[src/hw/rtl/ftq_pkg.sv]
// ----------------------------------------------------------------------------
// ftq_pkg
// Shared types and constants of the token quoter: request and result
// payloads, and the queue entry that carries one request's result bytes.
// ----------------------------------------------------------------------------
`default_nettype none

package ftq_pkg;

  // Most result bytes that one request can produce.
  localparam int unsigned MaxResults = 7;
  localparam int unsigned CountW     = $clog2(MaxResults + 1);

  // Default number of entries between the front and the back.
  localparam int unsigned QueueDepth = 2;

  typedef struct packed {
    logic [7:0] in_byte;
    logic       in_last;
  } in_t;

  typedef struct packed {
    logic [7:0] out_byte;
    logic       out_valid;
    logic       out_last;
  } out_t;

  // All results of one request. A marker entry holds the empty end marker.
  typedef struct packed {
    logic [MaxResults-1:0][7:0] bytes;
    logic [CountW-1:0]          count;
    logic                       marker;
    logic                       last;
  } ftq_entry_t;

endpackage

`default_nettype wire

[src/hw/rtl/ftq_front.sv]
// ----------------------------------------------------------------------------
// ftq_front
// Accepts one text byte per cycle unless the queue is full, matches it with
// the held prefix bytes against the whitespace set and builds all result bytes.
// ----------------------------------------------------------------------------
`default_nettype none

module ftq_front (
  input  wire logic               clk,
  input  wire logic               rst,
  input  wire logic               in_valid,
  output logic                    in_stall,
  input  wire ftq_pkg::in_t       in_req,
  input  wire logic               q_full,
  output logic                    push,
  output ftq_pkg::ftq_entry_t     entry
);
  import ftq_pkg::*;

  localparam logic [2:0] ClsNone = 3'd0;
  localparam logic [2:0] ClsHold = 3'd4;

  localparam logic [7:0] ChrQuote = 8'h22;
  localparam logic [7:0] ChrSpace = 8'h20;

  logic [1:0][7:0] held_bytes;
  logic [1:0][7:0] held_bytes_next;
  logic [1:0]      held_count;
  logic [1:0]      held_count_next;
  logic            inside_token;
  logic            inside_token_next;
  logic            token_seen;
  logic            token_seen_next;

  logic [2:0][7:0] pv;
  logic [1:0]      n;
  logic [1:0]      start;
  logic [1:0]      avail;
  logic            done;
  logic [7:0]      a;
  logic [7:0]      b;
  logic [7:0]      c;
  logic [2:0]      cls;
  ftq_entry_t      ent;
  logic            accept;

  function automatic logic is_ws1(input logic [7:0] x);
    return (x >= 8'h09 && x <= 8'h0D) || x == 8'h20;
  endfunction

  function automatic logic is_ws3(input logic [7:0] x, input logic [7:0] y,
                                  input logic [7:0] z);
    logic r;
    r = 1'b0;
    if (x == 8'hE1) r = (y == 8'h9A) && (z == 8'h80);
    else if (x == 8'hE2 && y == 8'h80)
      r = (z >= 8'h80 && z <= 8'h8A) || z == 8'hA8 || z == 8'hA9 || z == 8'hAF;
    else if (x == 8'hE2 && y == 8'h81) r = (z == 8'h9F);
    else if (x == 8'hE3) r = (y == 8'h80) && (z == 8'h80);
    else if (x == 8'hEF) r = (y == 8'hBB) && (z == 8'hBF);
    return r;
  endfunction

  function automatic logic is_pre3(input logic [7:0] x, input logic [7:0] y);
    return (x == 8'hE1 && y == 8'h9A) || (x == 8'hE2 && (y == 8'h80 || y == 8'h81)) ||
           (x == 8'hE3 && y == 8'h80) || (x == 8'hEF && y == 8'hBB);
  endfunction

  // Whitespace length at the first byte, no match, or hold for more bytes.
  function automatic logic [2:0] classify(input logic [7:0] x, input logic [7:0] y,
                                          input logic [7:0] z, input logic [1:0] cnt,
                                          input logic fin);
    logic [2:0] r;
    r = ClsNone;
    if (is_ws1(x)) begin
      r = 3'd1;
    end else if (x == 8'hC2) begin
      if (cnt >= 2'd2) r = (y == 8'hA0) ? 3'd2 : ClsNone;
      else             r = fin ? ClsNone : ClsHold;
    end else if (x == 8'hE1 || x == 8'hE2 || x == 8'hE3 || x == 8'hEF) begin
      if (cnt == 2'd3)                      r = is_ws3(x, y, z) ? 3'd3 : ClsNone;
      else if (cnt == 2'd2 && !is_pre3(x, y)) r = ClsNone;
      else                                  r = fin ? ClsNone : ClsHold;
    end
    return r;
  endfunction

  function automatic logic [7:0] pick(input logic [2:0][7:0] v, input logic [2:0] idx);
    logic [7:0] r;
    case (idx)
      3'd0:    r = v[0];
      3'd1:    r = v[1];
      3'd2:    r = v[2];
      default: r = 8'h00;
    endcase
    return r;
  endfunction

  function automatic ftq_entry_t put(input ftq_entry_t e, input logic [7:0] x);
    ftq_entry_t r;
    r = e;
    if (r.count != CountW'(MaxResults)) begin
      r.bytes[r.count[$clog2(MaxResults)-1:0]] = x;
      r.count = r.count + CountW'(1);
    end
    return r;
  endfunction

  always_comb begin
    pv = '0;
    case (held_count)
      2'd0: pv[0] = in_req.in_byte;
      2'd1: begin
        pv[0] = held_bytes[0];
        pv[1] = in_req.in_byte;
      end
      default: begin
        pv[0] = held_bytes[0];
        pv[1] = held_bytes[1];
        pv[2] = in_req.in_byte;
      end
    endcase
    n = (held_count >= 2'd2) ? 2'd3 : 2'(held_count + 2'd1);

    held_bytes_next   = held_bytes;
    held_count_next   = 2'd0;
    inside_token_next = inside_token;
    token_seen_next   = token_seen;
    ent   = '0;
    start = 2'd0;
    avail = 2'd0;
    done  = 1'b0;
    a = 8'h00;
    b = 8'h00;
    c = 8'h00;
    cls = ClsNone;

    // Each pass either consumes at least one byte or stops on a hold.
    for (int it = 0; it < 3; it++) begin
      if (!done && start < n) begin
        avail = n - start;
        a = pick(pv, {1'b0, start});
        b = pick(pv, 3'({1'b0, start} + 3'd1));
        c = pick(pv, 3'({1'b0, start} + 3'd2));
        cls = classify(a, b, c, avail, in_req.in_last);
        if (cls == ClsHold) begin
          held_bytes_next[0] = a;
          held_bytes_next[1] = b;
          held_count_next    = avail;
          done = 1'b1;
        end else if (cls != ClsNone) begin
          if (inside_token_next) begin
            ent = put(ent, ChrQuote);
            inside_token_next = 1'b0;
          end
          start = 2'(start + cls[1:0]);
        end else begin
          if (!inside_token_next) begin
            if (token_seen_next) ent = put(ent, ChrSpace);
            ent = put(ent, ChrQuote);
            inside_token_next = 1'b1;
            token_seen_next   = 1'b1;
          end
          ent = put(ent, a);
          if (a == ChrQuote) ent = put(ent, ChrQuote);
          start = 2'(start + 2'd1);
        end
      end
    end

    if (in_req.in_last) begin
      if (inside_token_next) ent = put(ent, ChrQuote);
      if (ent.count == '0) begin
        ent = put(ent, 8'h00);
        ent.marker = 1'b1;
      end
      ent.last = 1'b1;
      held_count_next   = 2'd0;
      inside_token_next = 1'b0;
      token_seen_next   = 1'b0;
    end
  end

  assign in_stall = q_full;
  assign accept   = in_valid && !q_full;
  assign push     = accept && (ent.count != '0);
  assign entry    = ent;

  always_ff @(posedge clk) begin
    if (rst) begin
      held_count   <= 2'd0;
      inside_token <= 1'b0;
      token_seen   <= 1'b0;
    end else if (accept) begin
      held_count   <= held_count_next;
      inside_token <= inside_token_next;
      token_seen   <= token_seen_next;
    end
  end

  // Held bytes are only read below the held count.
  always_ff @(posedge clk) begin
    if (accept) begin
      held_bytes <= held_bytes_next;
    end
  end

endmodule

`default_nettype wire

[src/hw/rtl/ftq_queue.sv]
// ----------------------------------------------------------------------------
// ftq_queue
// Short queue of result entries that decouples the front from the back.
// ----------------------------------------------------------------------------
`default_nettype none

module ftq_queue #(
  parameter int unsigned Depth = ftq_pkg::QueueDepth
) (
  input  wire logic                 clk,
  input  wire logic                 rst,
  input  wire logic                 push,
  input  wire ftq_pkg::ftq_entry_t  push_entry,
  output logic                      full,
  input  wire logic                 pop,
  output ftq_pkg::ftq_entry_t       head,
  output logic                      empty
);
  import ftq_pkg::*;

  localparam int unsigned PtrW = (Depth > 1) ? $clog2(Depth) : 1;
  localparam int unsigned CntW = $clog2(Depth + 1);

  ftq_entry_t      mem [Depth];
  logic [PtrW-1:0] wr_ptr;
  logic [PtrW-1:0] rd_ptr;
  logic [CntW-1:0] count;
  logic            do_push;
  logic            do_pop;

  assign full    = (count == CntW'(Depth));
  assign empty   = (count == '0);
  assign do_push = push && !full;
  assign do_pop  = pop && !empty;
  assign head    = mem[rd_ptr];

  always_ff @(posedge clk) begin
    if (rst) begin
      wr_ptr <= '0;
      rd_ptr <= '0;
      count  <= '0;
    end else begin
      if (do_push) begin
        wr_ptr <= (wr_ptr == PtrW'(Depth - 1)) ? '0 : PtrW'(wr_ptr + PtrW'(1));
      end
      if (do_pop) begin
        rd_ptr <= (rd_ptr == PtrW'(Depth - 1)) ? '0 : PtrW'(rd_ptr + PtrW'(1));
      end
      if (do_push && !do_pop) count <= CntW'(count + CntW'(1));
      else if (do_pop && !do_push) count <= CntW'(count - CntW'(1));
    end
  end

  always_ff @(posedge clk) begin
    if (do_push) begin
      mem[wr_ptr] <= push_entry;
    end
  end

endmodule

`default_nettype wire

[src/hw/rtl/ftq_back.sv]
// ----------------------------------------------------------------------------
// ftq_back
// Walks the head entry of the queue and hands its result bytes out one per
// cycle through an output register while the output is not stalled.
// ----------------------------------------------------------------------------
`default_nettype none

module ftq_back (
  input  wire logic                 clk,
  input  wire logic                 rst,
  input  wire ftq_pkg::ftq_entry_t  head,
  input  wire logic                 empty,
  output logic                      pop,
  output logic                      res_valid,
  input  wire logic                 res_stall,
  output ftq_pkg::out_t             res
);
  import ftq_pkg::*;

  localparam int unsigned IdxW = $clog2(MaxResults);

  logic [IdxW-1:0] idx;
  logic            load;
  logic            at_end;

  assign load   = !res_valid || !res_stall;
  assign at_end = (CountW'(idx) == CountW'(head.count - CountW'(1)));
  assign pop    = load && !empty && at_end;

  always_ff @(posedge clk) begin
    if (rst) begin
      res_valid <= 1'b0;
      idx       <= '0;
    end else if (load) begin
      res_valid <= !empty;
      if (!empty) begin
        idx <= at_end ? '0 : IdxW'(idx + IdxW'(1));
      end
    end
  end

  always_ff @(posedge clk) begin
    if (load && !empty) begin
      res.out_byte  <= head.bytes[idx];
      res.out_valid <= !head.marker;
      res.out_last  <= head.last && at_end;
    end
  end

endmodule

`default_nettype wire

[src/hw/rtl/fulltext_token_quoter.sv]
// A result passes through the queue memory and the back-stage output register.
// Throughput: one request per cycle while the queue has room; the back stage
// emits one result byte per cycle unless stalled, and pops each entry at its last byte.
// Reset clears the held count, token flags, queue pointers and output valid.
// Held prefix bytes and payload registers are not reset.
// ----------------------------------------------------------------------------
// fulltext_token_quoter
// Splits a UTF-8 byte stream on whitespace and writes each token in double
// quotes, separated by single spaces, with interior quotes doubled.
// ----------------------------------------------------------------------------
`default_nettype none

module fulltext_token_quoter #(
  parameter int unsigned QueueDepth = ftq_pkg::QueueDepth
) (
  input  wire logic           clk,
  input  wire logic           rst,
  input  wire logic           in_valid,
  output logic                in_stall,
  input  wire ftq_pkg::in_t   in_req,
  output logic                res_valid,
  input  wire logic           res_stall,
  output ftq_pkg::out_t       res
);
  import ftq_pkg::*;

  logic       push;
  ftq_entry_t push_entry;
  logic       q_full;
  logic       pop;
  ftq_entry_t head;
  logic       q_empty;

  ftq_front u_front (
    .clk      (clk),
    .rst      (rst),
    .in_valid (in_valid),
    .in_stall (in_stall),
    .in_req   (in_req),
    .q_full   (q_full),
    .push     (push),
    .entry    (push_entry)
  );

  ftq_queue #(
    .Depth (QueueDepth)
  ) u_queue (
    .clk        (clk),
    .rst        (rst),
    .push       (push),
    .push_entry (push_entry),
    .full       (q_full),
    .pop        (pop),
    .head       (head),
    .empty      (q_empty)
  );

  ftq_back u_back (
    .clk       (clk),
    .rst       (rst),
    .head      (head),
    .empty     (q_empty),
    .pop       (pop),
    .res_valid (res_valid),
    .res_stall (res_stall),
    .res       (res)
  );

endmodule

`default_nettype wire

[config.mk]
export PLATFORM = sky130hd
export DESIGN_NAME = fulltext_token_quoter
export DESIGN_NICKNAME = d
export VERILOG_FILES = /design/src/hw/rtl/ftq_pkg.sv /design/src/hw/rtl/ftq_front.sv /design/src/hw/rtl/ftq_queue.sv /design/src/hw/rtl/ftq_back.sv /design/src/hw/rtl/fulltext_token_quoter.sv
export SDC_FILE = /design/constraint.sdc
export NUM_CORES = 1
export LEC_CHECK = 0
export BUFFER_PORTS_ARGS = -buffer_cell sky130_fd_sc_hd__buf_2
export CAP_MARGIN = 20
export CORE_ASPECT_RATIO = 0.6
export CORE_MARGIN = 1
export CORE_UTILIZATION = 27
export CTS_CLUSTER_DIAMETER = 60
export DETAILED_ROUTE_END_ITERATION = 6
export PLACE_DENSITY = 0.39
export SLEW_MARGIN = 20
export SYNTH_ARGS = -nofsm -noshare
export SYNTH_HDL_FRONTEND = slang
export SYNTH_SLANG_ARGS = --single-unit
[constraint.sdc]
create_clock -name clk -period 35.7 [get_ports clk]
set_input_delay 5.355 -clock clk [delete_from_list [all_inputs] [get_ports clk]]
set_output_delay 5.355 -clock clk [all_outputs]
set_load 0.05 [all_outputs]
## Word level (Yosys, flattened, before mapping)

Memory sizes are Yosys's and may differ from the RTL's. A register that Yosys moved wholly into a read port is not among the register bits.
Index checks and enable logic that the tools add are counted.

- $add $sub $neg: 28
- Magnitude comparators: 46
- Eq/ne operators: 91
- Multiplexer cells: 233
- Bitwise gates (word level): 36
- Reduce and logical (&&, ||, !) cells: 122

Operator list:

| cell | number |
|---|---|
| 2-to-1 mux 61 bit | 44 |
| 2-to-1 mux 59 bit | 24 |
| equality test 8 bit, second input constant | 48 |
| bitwise AND 42 bit | 9 |
| NOT 42 bit | 9 |
| demux 8 bit (select 3 bit) | 13 |
| 2-to-1 mux 8 bit | 25 |
| bitwise mux 56 bit | 3 |
| case mux 8 bit (3 select lines) | 6 |
| OR 14 bit | 9 |
| bitwise AND 49 bit | 2 |
| NOT 49 bit | 2 |
| 2-to-1 mux 16 bit | 6 |
| 2-to-1 mux 3 bit | 23 |
| 2-to-1 mux 1 bit | 63 |
| logical AND 1 bit | 60 |
| bitwise AND 56 bit | 1 |
| < comparator 3 x 4 -> 1 bit, second input constant | 14 |
| NOT 56 bit | 1 |
| equality test 8 x 6 -> 1 bit, second input constant | 6 |
| 2-to-1 mux 2 bit | 22 |
| adder 3 x 1 -> 3 bit, second input constant | 14 |
| greater-or-equal comparator 3 x 1 -> 1 bit, second input constant | 13 |
| inequality test 3 bit, second input constant | 13 |
| 34 further kinds | 126 |

- Bits in registers: 38
- Bits in writable memories: 122
- Bits of input ports: 13
- Output and inout bits: 12
- Logic and storage cells: 570
- Memories kept: 1

Memory list:

| memory | words | width | rd ports | clocked after memory_dff | write ports | line | source |
|---|---|---|---|---|---|---|---|
| u_queue.mem | 2 | 61 | 1 | 1 | 1 | ftq_queue.sv:24 | `ftq_entry_t mem [Depth];` |

## Depth between registers and ports, before layout

Gate-level depths: netlist (run 1).

- Word-level depth: 168
- Gate-level depth with buffers: 73
- Mapped depth without buffers: 66

## By module

Synthesis (run 1) repeated with hierarchy kept, for this count alone.

- Cells, all modules: 1,622
- Area, all modules: 14,201.1 um2

Modules (own cells, without submodules):

| module | times used | cells each | area an instance (um2) | sequential area each (um2) |
|---|---|---|---|---|
| ftq_front | 1 | 1,321 | 8,523.2 | 560.5 |
| ftq_queue | 1 | 215 | 4,603.2 | 3,763.6 |
| ftq_back | 1 | 86 | 1,074.8 | 380.4 |

## Least setup slack after synthesis (run 1)

Ideal clock, no wire load.

- Path type: input to register
- Start: in in_req[2] (netlist name)
- End: mem u_queue.mem[0][0] (netlist name) (enable)
- Library setup time: 488 ps
- Arrival: 20,483 ps
- Required time: 35,212 ps
- Setup slack: 14,729 ps
- Stages on the path: 68
- Path buffers: 7
- Cells stage by stage: or3b_1 > and2_1 > clkbuf_1 > a32oi_1 > o22ai_2 > o22ai_2 > buf_2 > nand3_1 > o21ai_0 > nand2_1 > o21ai_1 > ha_1 > clkbuf_1 > nand2_1 > nand2_1 > o21ai_0 > ha_1 > o21ai_0 > (+32 left out) > ha_1 > nand3b_1 > o211ai_1 > nor2_1 > xnor2_1 > o221ai_2 > inv_1 > ha_1 > o21ai_0 > o21ai_2 > mux2_2 > inv_1 > ha_1 > inv_1 > o311a_1 > xnor2_1 > o31a_4 > nor2b_1

RTL lines:

| what | line | source |
|---|---|---|
| start, declared | fulltext_token_quoter.sv:20 | `input wire ftq_pkg::in_t in_req,` |
| end, declared | ftq_queue.sv:24 |  |

==> results of run 1 <==
[cell families (layout without fill, tap and decap cells)]
group                      Yosys count  after routing
DFF                                161            161
and+or+nand+nor                    630            630
other                                0              1
xor gates and xnor gates            23             23
buffers and inverters              138            159
adders and majority gates           22             22
AOI/OAI and AO/OA                  522            522
muxes                               88             88
[cells in the mapped netlist, types with 10 or more instances]
master,instances
o21ai_0,101
a32oi_1,11
nor2b_1,11
nand3_1,40
nor3_1,52
a22oi_1,45
nand2_1,175
o21a_1,24
nor4_1,19
clkbuf_1,58
mux4_2,17
and3_1,14
or3_1,14
dfxtp_1,13
edfxtp_1,148
buf_2,17
nand4_1,13
nor2_1,187
a22o_1,10
and2_1,16
nand2b_1,16
a31oi_1,11
xnor2_1,15
a21oi_1,101
ha_1,19
o211ai_1,19
o22ai_1,32
o31ai_1,11
o21ai_1,13
mux2i_1,58
inv_1,38
[per-stage QoR]
step	area (sq um)	power, uW	instances	util
after detailed placement	14820	1023	2254	0.2971
final	15430	1236	2288	0.3093
after global placement	14800	1026	2253	0.2967
after floorplan	13780	790.1	1584	-
after CTS	15420	1220	2286	0.3090
after global routing	15430	1300	2287	0.3093
[metal layers]
metal / global-route usage / part of all wire / wire length, um
met1: 0.4497 / 0.52 / 37020
met3: 0.1246 / 0.15 / 10470
met2: 0.2983 / 0.33 / 23140
met4: 0.03407 / 0.0070 / 498
met5: 0 / 0 / 0
[path summary, 6_finish.rpt]
kind / startpoint / end / slack [ns] / depth (start not counted)
hold / removal: u_back.res_valid / u_back.res_valid / 0.48 / 2
setup reg to reg: u_front.held_count[0] / u_queue.mem[1][21] / 17.18 / 63
hold reg to reg: u_back.res_valid / u_back.res_valid / 0.48 / 2
setup / recovery: in_req[5] / u_queue.mem[1][21] / 13.70 / 62
[layout make-up]
cell class	instances	area (sq um)	share of cell area
clock inverter	14	163.9	0.01062
tap	682	853.3	0.05529
inverter	44	171.4	0.01111
sequential	161	4707	0.3050
multi-input combinational	1285	8541	0.5533
antenna	1	2.502	0.0001621
clock buffer	18	429.2	0.02780
timing repair buffer	83	566.8	0.03672
[critical path: cells and delay by family]
| kind | cells | cell delay (ns) |
|---|---|---|
| buffers and inverters | 9 | 1.86 |
| adders and majority gates | 10 | 3.47 |
| xor gates and xnor gates | 5 | 1.52 |
| AOI/OAI and AO/OA | 21 | 5.93 |
| muxes | 5 | 1.34 |
| and+or+nand+nor | 12 | 2.44 |
[state kept, by name, summed over array words and instances (netlist names), named ones only]
signal and cells:
u_front.held_bytes 16, u_queue.wr_ptr 1, u_front.token_seen 1, u_back.idx 3
u_back.res 10, u_queue.rd_ptr 1, u_front.held_count 2, u_queue.mem 122
u_queue.count 2, u_back.res_valid 1, u_front.inside_token 1
[report_power, final]
| part | internal (uW) | switching [uW] |
|---|---|---|
| Sequential | 309 | 26.5 |
| Clock | 106 | 87.4 |
| Combinational | 216 | 491 |
| Total | 631 | 605 |
==> reports/summary.txt, run 1 <==
most frequent cell on the critical path: ha_1
Initial Utilization: 0.2762
Nets: 1626
Clk Latency, worst-skew pair: 0.45 ns
Synth warnings: 0
EDFF count, synth: 148
initial DRC count: 2167
CP peak stage delay: 0.73 ns
Die Height: 177.0 um
initial antenna violation count: 2
RSZ-0062 raised after global routing: false
final critical-path share of the clock period: 0.6163
Compound-Gate Fraction of Synth Area: 0.2672
largest family of logic cells by synthesized area: compound AO/OA/AOI/OAI gates
Data arrival, critical path: 22.05 ns
Setup WS pre-CTS: 13.78 ns
first-pass GRT wire length: 99540 um
CTS max path bufs: 2
crit path kind: input pin to flop
total number of vias: 14217
Critical Path RT: 35.75 ns
Worst Tran Pin Value: 1.209 ns
max_cap viols: 0
final WL: 71130 um
largest net degree at the start of global routing: 70
clock buffer count from CTS: 17
number of H-tree levels: 4
placed wire-length estimate: 56070 um
GR Overflow Total: 0
clock root cell: clkbuf_16
All-Layer GR Usage: 0.2714
count of cells resized by post-cts repair: 0
min Tclk post-route: 22.00 ns
Worst setup EP type: flop
syn_area_per_cell: 8.699 sq um
die width: 293.6 um
clk sinks: 161
Post-synth ARST share: 0
synth-to-layout area growth: 12.01%
#FFs+latches synth: 161
Worst Path Max Fanout: 61
Peak supply drop: 38.56 uV
Mapped Area: 13780 sq um
via/cell ratio: 6.214
Post-CTS Setup Bufs: 0
CTS Hold Bufs: 0
Cell variety after synth: 123
post-synthesis mux area share: 0.08136
io pins: 25
final setup vio count: 0
core area: 49900 sq um
Synth Instances: 1584
Synth Area in Adders: 0.02088
post-synth top area cell: edfxtp_1
GPL Wtd Cong: 1.012
Leak Pwr: 0.005200 uW
slowest CP cell: a31oi_1
total die area: 51970 sq um
most frequent cells in the layout: 187 x nor2_1, 175 x nand2_1, 148 x edfxtp_1
proportion of layout cells with a drive suffix above 1: 0.1433
Slew headroom: 0.1854
Slew Viols, Final: 0
DR DRC count: 0
first-pass detailed-route iteration total: 6
WHS: 0.4804 ns
DR WL/cell: 31.09 um
endpoints failing hold: 0
Final Worst Setup Slack: 13.70 ns
Hold WC Path Type: flop to flop
share of the synthesized area in the top cell type: 0.3225
row count: 63
achievable clock frequency: 45.45 MHz
fillcell total: 5276
status: complete, no violations
port bufs: 24
setup_tns: 0 ns
Syn Nets: 1618
vias in the first global route: 12825
most common cell after layout, fill and taps aside: nor2_1
Critical Path Start Type: input pin
sequential element share of the synthesized area: 0.3414
largest cells by area after synthesis: edfxtp_1 32%, nor2_1 5.1%, nand2_1 4.8%
simple-gate share of the synthesized area: 0.2282
Antenna Violating Nets Remaining: 0
CTS tree: built
xor-xnor portion of the synthesized cell area: 0.01653
Post-Route Skew: 0.03095 ns
Pwr Density: 80.05 nW/um^2
ys flop type: edfxtp_1
clock slew at reported path FFs: 0.07 ns
Power figures use the tool's default switching activity.
==> run 2, diff against run 1 <==
--- a/config.mk
+++ b/config.mk
@@ -5,6 +5,7 @@
 export SDC_FILE = /design/constraint.sdc
 export NUM_CORES = 1
 export LEC_CHECK = 0
+export ABC_AREA = 1
 export BUFFER_PORTS_ARGS = -buffer_cell sky130_fd_sc_hd__buf_2
 export CAP_MARGIN = 20
 export CORE_ASPECT_RATIO = 0.6
@@ -12,7 +13,7 @@
 export CORE_UTILIZATION = 27
 export CTS_CLUSTER_DIAMETER = 60
 export DETAILED_ROUTE_END_ITERATION = 6
-export PLACE_DENSITY = 0.39
+export PLACE_DENSITY = 0.4
 export SLEW_MARGIN = 20
 export SYNTH_ARGS = -nofsm -noshare
 export SYNTH_HDL_FRONTEND = slang
==> constraint.sdc (replaced) <==
create_clock -name clk -period 19.4 [get_ports clk]
set_input_delay 2.91 -clock clk [delete_from_list [all_inputs] [get_ports clk]]
set_output_delay 2.91 -clock clk [all_outputs]
set_load 0.05 [all_outputs]
==> reports/summary.txt, run 2 <==
most frequent cell on the critical path: nand2_1
first-pass GRT wire length: 103000 um (+3.5%)
io pins: 25 (unchanged)
#FFs+latches synth: 161 (unchanged)
via/cell ratio: 5.590 (-10%)
initial antenna violation count: 3 (+1)
Data arrival, critical path: 17.62 ns (-4.43 ns)
CTS Hold Bufs: 0 (unchanged)
worst-case reg-to-reg path depth: 89 (+41%)
most frequent cells in the layout: 409 x nand2_1, 327 x nor2_1, 232 x o21ai_0
sequential element share of the synthesized area: 0.3164 (-0.02497)
proportion of layout cells with a drive suffix above 1: 0.1390 (-0.004297)
Peak supply drop: 53.32 uV (+38%)
ys flop type: edfxtp_1
vias in the first global route: 14219 (+11%)
endpoints failing hold: 0 (unchanged)
Slew Viols, Final: 0 (unchanged)
total number of vias: 16014 (+13%)
Hold WC Path Type: flop to flop
RSZ-0062 raised after global routing: false
GPL Wtd Cong: 1.027 (+1.5%)
first-pass detailed-route iteration total: 6 (unchanged)
Mapped Area: 14870 sq um (+7.9%)
CP peak stage delay: 0.76 ns (+0.03 ns)
largest net degree at the start of global routing: 63 (-10%)
clock buffer count from CTS: 17 (unchanged)
Worst setup EP type: flop
FF+latch area: 4706 sq um (about the same)
Post-synth ARST share: 0 (unchanged)
achievable clock frequency: 57.05 MHz
Largest regs: u_queue.mem (122), u_front.held_bytes (16), u_back.res (10)
Leak Pwr: 0.006410 uW (+23%)
Critical Path RT: 19.49 ns (-16.26 ns)
Post-Route Skew: 0.02103 ns (-0.009921 ns)
Antenna Violating Nets Remaining: 0 (unchanged)
Nets: 2172 (+34%)
clk sinks: 161 (unchanged)
min Tclk post-route: 17.53 ns
final setup vio count: 0 (unchanged)
die width: 304.9 um (+3.8%)
port bufs: 24 (unchanged)
clock slew at reported path FFs: 0.07 ns (about the same)
Pwr Density: 91.75 nW/um^2 (+15%)
Worst Path Max Fanout: 31 (-49%)
crit path kind: input pin to flop
fillcell total: 5929 (+12%)
most common cell after layout, fill and taps aside: nand2_1
R2R Path End: u_queue.mem[0][5]
max reg flops: 122 (unchanged)
max_cap viols: 0 (unchanged)
Post-CTS Setup Bufs: 0 (unchanged)
row count: 66 (+4.8%)
core area: 54250 sq um (+8.7%)
Ant. Diodes: 0 (-1)
Syn Nets: 2187 (+35%)
clock root cell: clkbuf_16
DR DRC count: 0 (unchanged)
share of the synthesized area in the top cell type: 0.2989 (-0.02359)
setup slack, reg-to-reg: 3.51 ns (-13.67 ns)
Synth Instances: 2153 (+36%)
GRT busiest layer: met1
count of cells resized by post-cts repair: 0 (unchanged)
final critical-path share of the clock period: 0.9036
most frequent cell after synthesis: nand2_1
status: complete, no violations
Critical Path Start Type: input pin
EDFF count, synth: 148 (unchanged)
DR WL/cell: 25.08 um (-19%)
grt met2 use: 0.2949 (-0.003414)
setup_tns: 0 ns (unchanged)
CTS max path bufs: 2 (unchanged)
Worst Tran Pin Value: 1.125 ns (-0.08455 ns)
area occupied by multi-input gates: 8748 sq um (+2.4%)
Commonest cells post-synth: 409 x nand2_1, 328 x nor2_1, 232 x o21ai_0
Hold EP: u_back.res_valid
synth-to-layout area growth: 9.350%
GR Util met3: 0.1046 (-0.02001)
initial DRC count: 2082 (-3.9%)
All-Layer GR Usage: 0.2549 (-0.01645)
Clk Latency, worst-skew pair: 0.46 ns (about the same)
CTS tree: built
Synth warnings: 0 (unchanged)
total die area: 56030 sq um (+7.8%)
final WL: 71870 um (+1.0%)
Die Height: 183.8 um (+3.8%)
placed wire-length estimate: 56620 um (+0.97%)
worst hold stages: 2 (unchanged)
slowest CP cell: nor2_4
GR Overflow Total: 0 (unchanged)
number of H-tree levels: 4 (unchanged)
Initial Utilization: 0.2740 (-0.002142)
syn_area_per_cell: 6.905 sq um (-21%)
GR Util met1: 0.4137 (-0.03596)
post-synth top area cell: edfxtp_1
largest cells by area after synthesis: edfxtp_1 30%, nand2_1 10%, nor2_1 8.3%
fin util: 0.2996 (-0.009696)
CP Launch Point: in_req[6]
Slew headroom: 0.2434 (+0.05797)
RR Startpoint: u_front.held_count[0]
worst hold start: u_back.res_valid
Cell variety after synth: 73 (-41%)
Top reg by flops: u_queue.mem
## run 2: metal layers
metal | vias up | share of wire
met5 | - | 0.00013
met4 | 2 | 0.010
met3 | 42 | 0.13
met2 | 854 | 0.34
met1 | 7751 | 0.52
li1 | 7365 | -
## run 2: critical path, delay by kind of cell
family          cells  cell delay, ns
compound gates     10            2.60
buf+inv            22            2.85
fa+ha+maj          10            2.25
simple gates       47            6.96
## run 2: cells by family (layout without fill, tap and decap cells)
family	count (synthesis)	in the layout	share of synthesized area
fa+ha+maj	21	21	0.01868
mux	3	3	0.002020
simple gates	1093	1093	0.3475
flops	161	161	0.3164
compound gates	525	525	0.2150
buf+inv	342	340	0.09561
xor+xnor	8	8	0.004713
## run 2: how the worst max path moves through the flow
| stage | endpoint | slack (ns) | cells past startpoint |
|---|---|---|---|
| after global routing | u_queue.mem[0][15] | 0.55 | 90 |
| after detailed placement | u_queue.mem[0][8] | 1.93 | 89 |
| final | u_queue.mem[0][5] | 1.87 | 89 |
| after global placement | u_queue.mem[0][8] | 2.08 | 92 |
| after floorplan | u_queue.mem[0][0] | 3.62 | 85 |
| after CTS | u_queue.mem[0][15] | 2.33 | 90 |
## run 2: layout make-up
type | count | area share
clock inverter | 15 | 0.01216
multi-input combinational | 1650 | 0.5381
sequential | 161 | 0.2895
tap | 714 | 0.05495
clock buffer | 17 | 0.02617
inverter | 259 | 0.05996
timing repair buffer | 49 | 0.01916
## run 2: metrics by stage
step | std cells | hold WS, ns | area, sq um | setup WS [ns] | power, uW
2_1_floorplan | 2153 | 0.4700 | 14870 | 3.621 | 917.6
3_3_place_gp | 2832 | 0.4631 | 15620 | 2.081 | 1124
3_5_place_dp | 2833 | 0.4915 | 15630 | 1.933 | 1119
4_1_cts | 2865 | 0.5091 | 16260 | 2.325 | 1493
5_1_grt | 2865 | 0.5379 | 16260 | 0.5470 | 1585
6_report | 2865 | 0.4959 | 16260 | 1.871 | 1491
## run 2: report_power, final
| group | switching [uW] | internal, uW | total, uW |
|---|---|---|---|
| Clock | 162 | 207 | 368 |
| Combinational | 460 | 158 | 618 |
| Sequential | 24.5 | 481 | 505 |
| Total | 646 | 845 | 1490 |
==> run 3, diff against run 2 <==
--- a/config.mk
+++ b/config.mk
@@ -14,6 +14,7 @@
 export CTS_CLUSTER_DIAMETER = 60
 export DETAILED_ROUTE_END_ITERATION = 6
 export PLACE_DENSITY = 0.4
+export RECOVER_POWER = 25
 export SLEW_MARGIN = 20
 export SYNTH_ARGS = -nofsm -noshare
 export SYNTH_HDL_FRONTEND = slang
==> reports/summary.txt, run 3 (synthesized netlist as in run 2, its figures left out) <==
synth-to-layout area growth: 8.988%
final critical-path share of the clock period: 0.9398 (+0.03626)
sequential power share: 0.340 (about the same)
crit path kind: input pin to flop
Top reg by flops: u_queue.mem
most frequent cells in the layout: 410 x nand2_1, 328 x nor2_1, 232 x o21ai_0
final setup vio count: 0 (unchanged)
placed wire-length estimate: 56620 um (unchanged)
Leak Pwr: 0.006344 uW (-1.0%)
crit path to: u_queue.mem[0][5]
worst-case reg-to-reg path depth: 64 (-28%)
largest net degree at the start of global routing: 63 (unchanged)
Critical Path RT: 19.49 ns (about the same)
R2R Path End: u_queue.mem[0][5]
Worst setup EP type: flop
clock root cell: clkbuf_16
most common cell after layout, fill and taps aside: nand2_1
slowest CP cell: clkbuf_1
setup slack, reg-to-reg: 2.74 ns (-0.77 ns)
row count: 66 (unchanged)
Largest regs: u_queue.mem (122), u_front.held_bytes (16), u_back.res (10)
Nets: 2172 (unchanged)
status: finished with violations
Worst Tran Pin Value: 2.943 ns (+1.819 ns)
clk sinks: 161 (unchanged)
All-Layer GR Usage: 0.2549 (unchanged)
max reg flops: 122 (unchanged)
CTS tree: built
vias in the first global route: 14219 (unchanged)
Post-CTS Setup Bufs: 0 (unchanged)
proportion of layout cells with a drive suffix above 1: 0.1278 (-0.01116)
failing checks: max-capacitance violations, max-slew violations
fin util: 0.2986 (-0.0009910)
Worst Path Max Fanout: 47 (+52%)
clock buffer count from CTS: 17 (unchanged)
Final Power: 1490 uW (about the same)
Antenna Violating Nets Remaining: 0 (unchanged)
Post-DP Area: 15630 sq um (unchanged)
min Tclk post-route: 18.23 ns (+0.7035 ns)
Finished Cell Area: 16200 sq um (-0.33%)
endpoints failing hold: 0 (unchanged)
DR WL/cell: 25.09 um (about the same)
CTS max path bufs: 2 (unchanged)
Int Pwr: 842.8 uW (-0.28%)
Net Sw Power: 647.2 uW (+0.14%)
GPL Wtd Cong: 1.027 (unchanged)
Critical Path Start Type: input pin
Hold WC Path Type: flop to flop
Clk Latency, worst-skew pair: 0.45 ns (about the same)
CP Launch Point: in_req[6]
CP peak stage delay: 1.90 ns (+1.14 ns)
port bufs: 24 (unchanged)
Die Height: 183.8 um (unchanged)
RSZ-0062 raised after global routing: false
setup_tns: 0 ns (unchanged)
initial DRC count: 2022 (-2.9%)
io pins: 25 (unchanged)
most frequent cell on the critical path: nand2_1
count of cells resized by post-cts repair: 0 (unchanged)
share of total power in the clock network: 0.247 (about the same)
total die area: 56030 sq um (unchanged)
DR DRC count: 0 (unchanged)
fillcell total: 5948 (+0.32%)
max_cap viols: 5 (+5)
Comb power frac: 0.413 (about the same)
CTS Hold Bufs: 0 (unchanged)
Post-Route Skew: 0.01765 ns (-0.003380 ns)
first-pass GRT wire length: 103000 um (unchanged)
Peak supply drop: 54.02 uV (+1.3%)
RR Startpoint: u_front.held_count[0]
first-pass detailed-route iteration total: 6 (unchanged)
Ant. Diodes: 0 (unchanged)
Slew headroom: -0.9623 (-1.206)
total number of vias: 15926 (-0.55%)
GR Overflow Total: 0 (unchanged)
core area: 54250 sq um (unchanged)
clock slew at reported path FFs: 0.07 ns (about the same)
Slew Viols, Final: 203 (+203)
via/cell ratio: 5.559 (-0.55%)
switch share: 0.4343 (+0.001021)
initial antenna violation count: 3 (unchanged)
Data arrival, critical path: 18.32 ns (+0.70 ns)
achievable clock frequency: 54.85 MHz (-3.9%)
Initial Utilization: 0.2740 (unchanged)
number of H-tree levels: 4 (unchanged)
die width: 304.9 um (unchanged)
final WL: 71880 um (about the same)
Pwr Density: 91.96 nW/um^2 (+0.23%)
-- run 3: cell count changes in the layout (fill, tap and decap cells not counted), sizes merged --
| cell | before | now |
|---|---|---|
| clkbuf | 17 | 36 |
| buf | 49 | 30 |
-- run 3: per-layer routing --
layer,vias up,routed length [um],global-route usage,part of all wire
li1,7357,-,-,-
met1,7719,37490,0.4137,0.52
met2,806,24060,0.2949,0.33
met3,42,9606,0.1046,0.13
met4,2,714,0.04020,0.0099
met5,-,9,0,0.00013
-- run 3: cell type report --
class / instances / area [sq um] / share of cell area
clock buffers: 17 / 425.4 / 0.02625
repair buffers: 49 / 272.8 / 0.01683
multi-input cells: 1650 / 8735 / 0.5391
inverters: 259 / 974.7 / 0.06015
well taps: 714 / 893.4 / 0.05514
clock inverters: 15 / 197.7 / 0.01220
flip-flops and latches: 161 / 4705 / 0.2903
-- run 3: power groups by stage --
stage	Clock, uW	Combinational (uW)	Sequential (uW)
detailed placement	0	607	512
global placement	0	613	512
global route	391	679	513
finish	369	615	506
CTS	378	610	505
floorplan	0	367	551
-- run 3: critical path, delay by kind of cell --
| kind | cells | cell delay (ns) |
|---|---|---|
| fa+ha+maj | 3 | 0.71 |
| compound gates | 3 | 1.45 |
| buf+inv | 10 | 4.07 |
| xor+xnor | 1 | 0.17 |
| simple gates | 45 | 8.87 |
-- run 3: through the flow --
stage	worst slack, ns	hold slack (ns)	cells
2_1_floorplan	3.621	0.4700	2153
3_3_place_gp	2.081	0.4631	2832
3_5_place_dp	1.933	0.4915	2833
4_1_cts	2.325	0.5091	2865
5_1_grt	0.3019	0.5404	2865
6_report	1.167	0.4985	2865
-- run 3: worst min-delay path by stage --
| stage | cells past startpoint | startpoint | slack [ns] | endpoint |
|---|---|---|---|---|
| after global placement | 2 | u_back.res_valid | 0.46 | u_back.res_valid |
| after detailed placement | 2 | u_queue.rd_ptr | 0.49 | u_queue.rd_ptr |
| after global routing | 2 | u_back.res_valid | 0.54 | u_back.res_valid |
| after floorplan | 2 | u_queue.count[1] | 0.47 | u_queue.count[1] |
| final | 2 | u_back.res_valid | 0.50 | u_back.res_valid |
| after CTS | 2 | u_queue.rd_ptr | 0.51 | u_queue.rd_ptr |
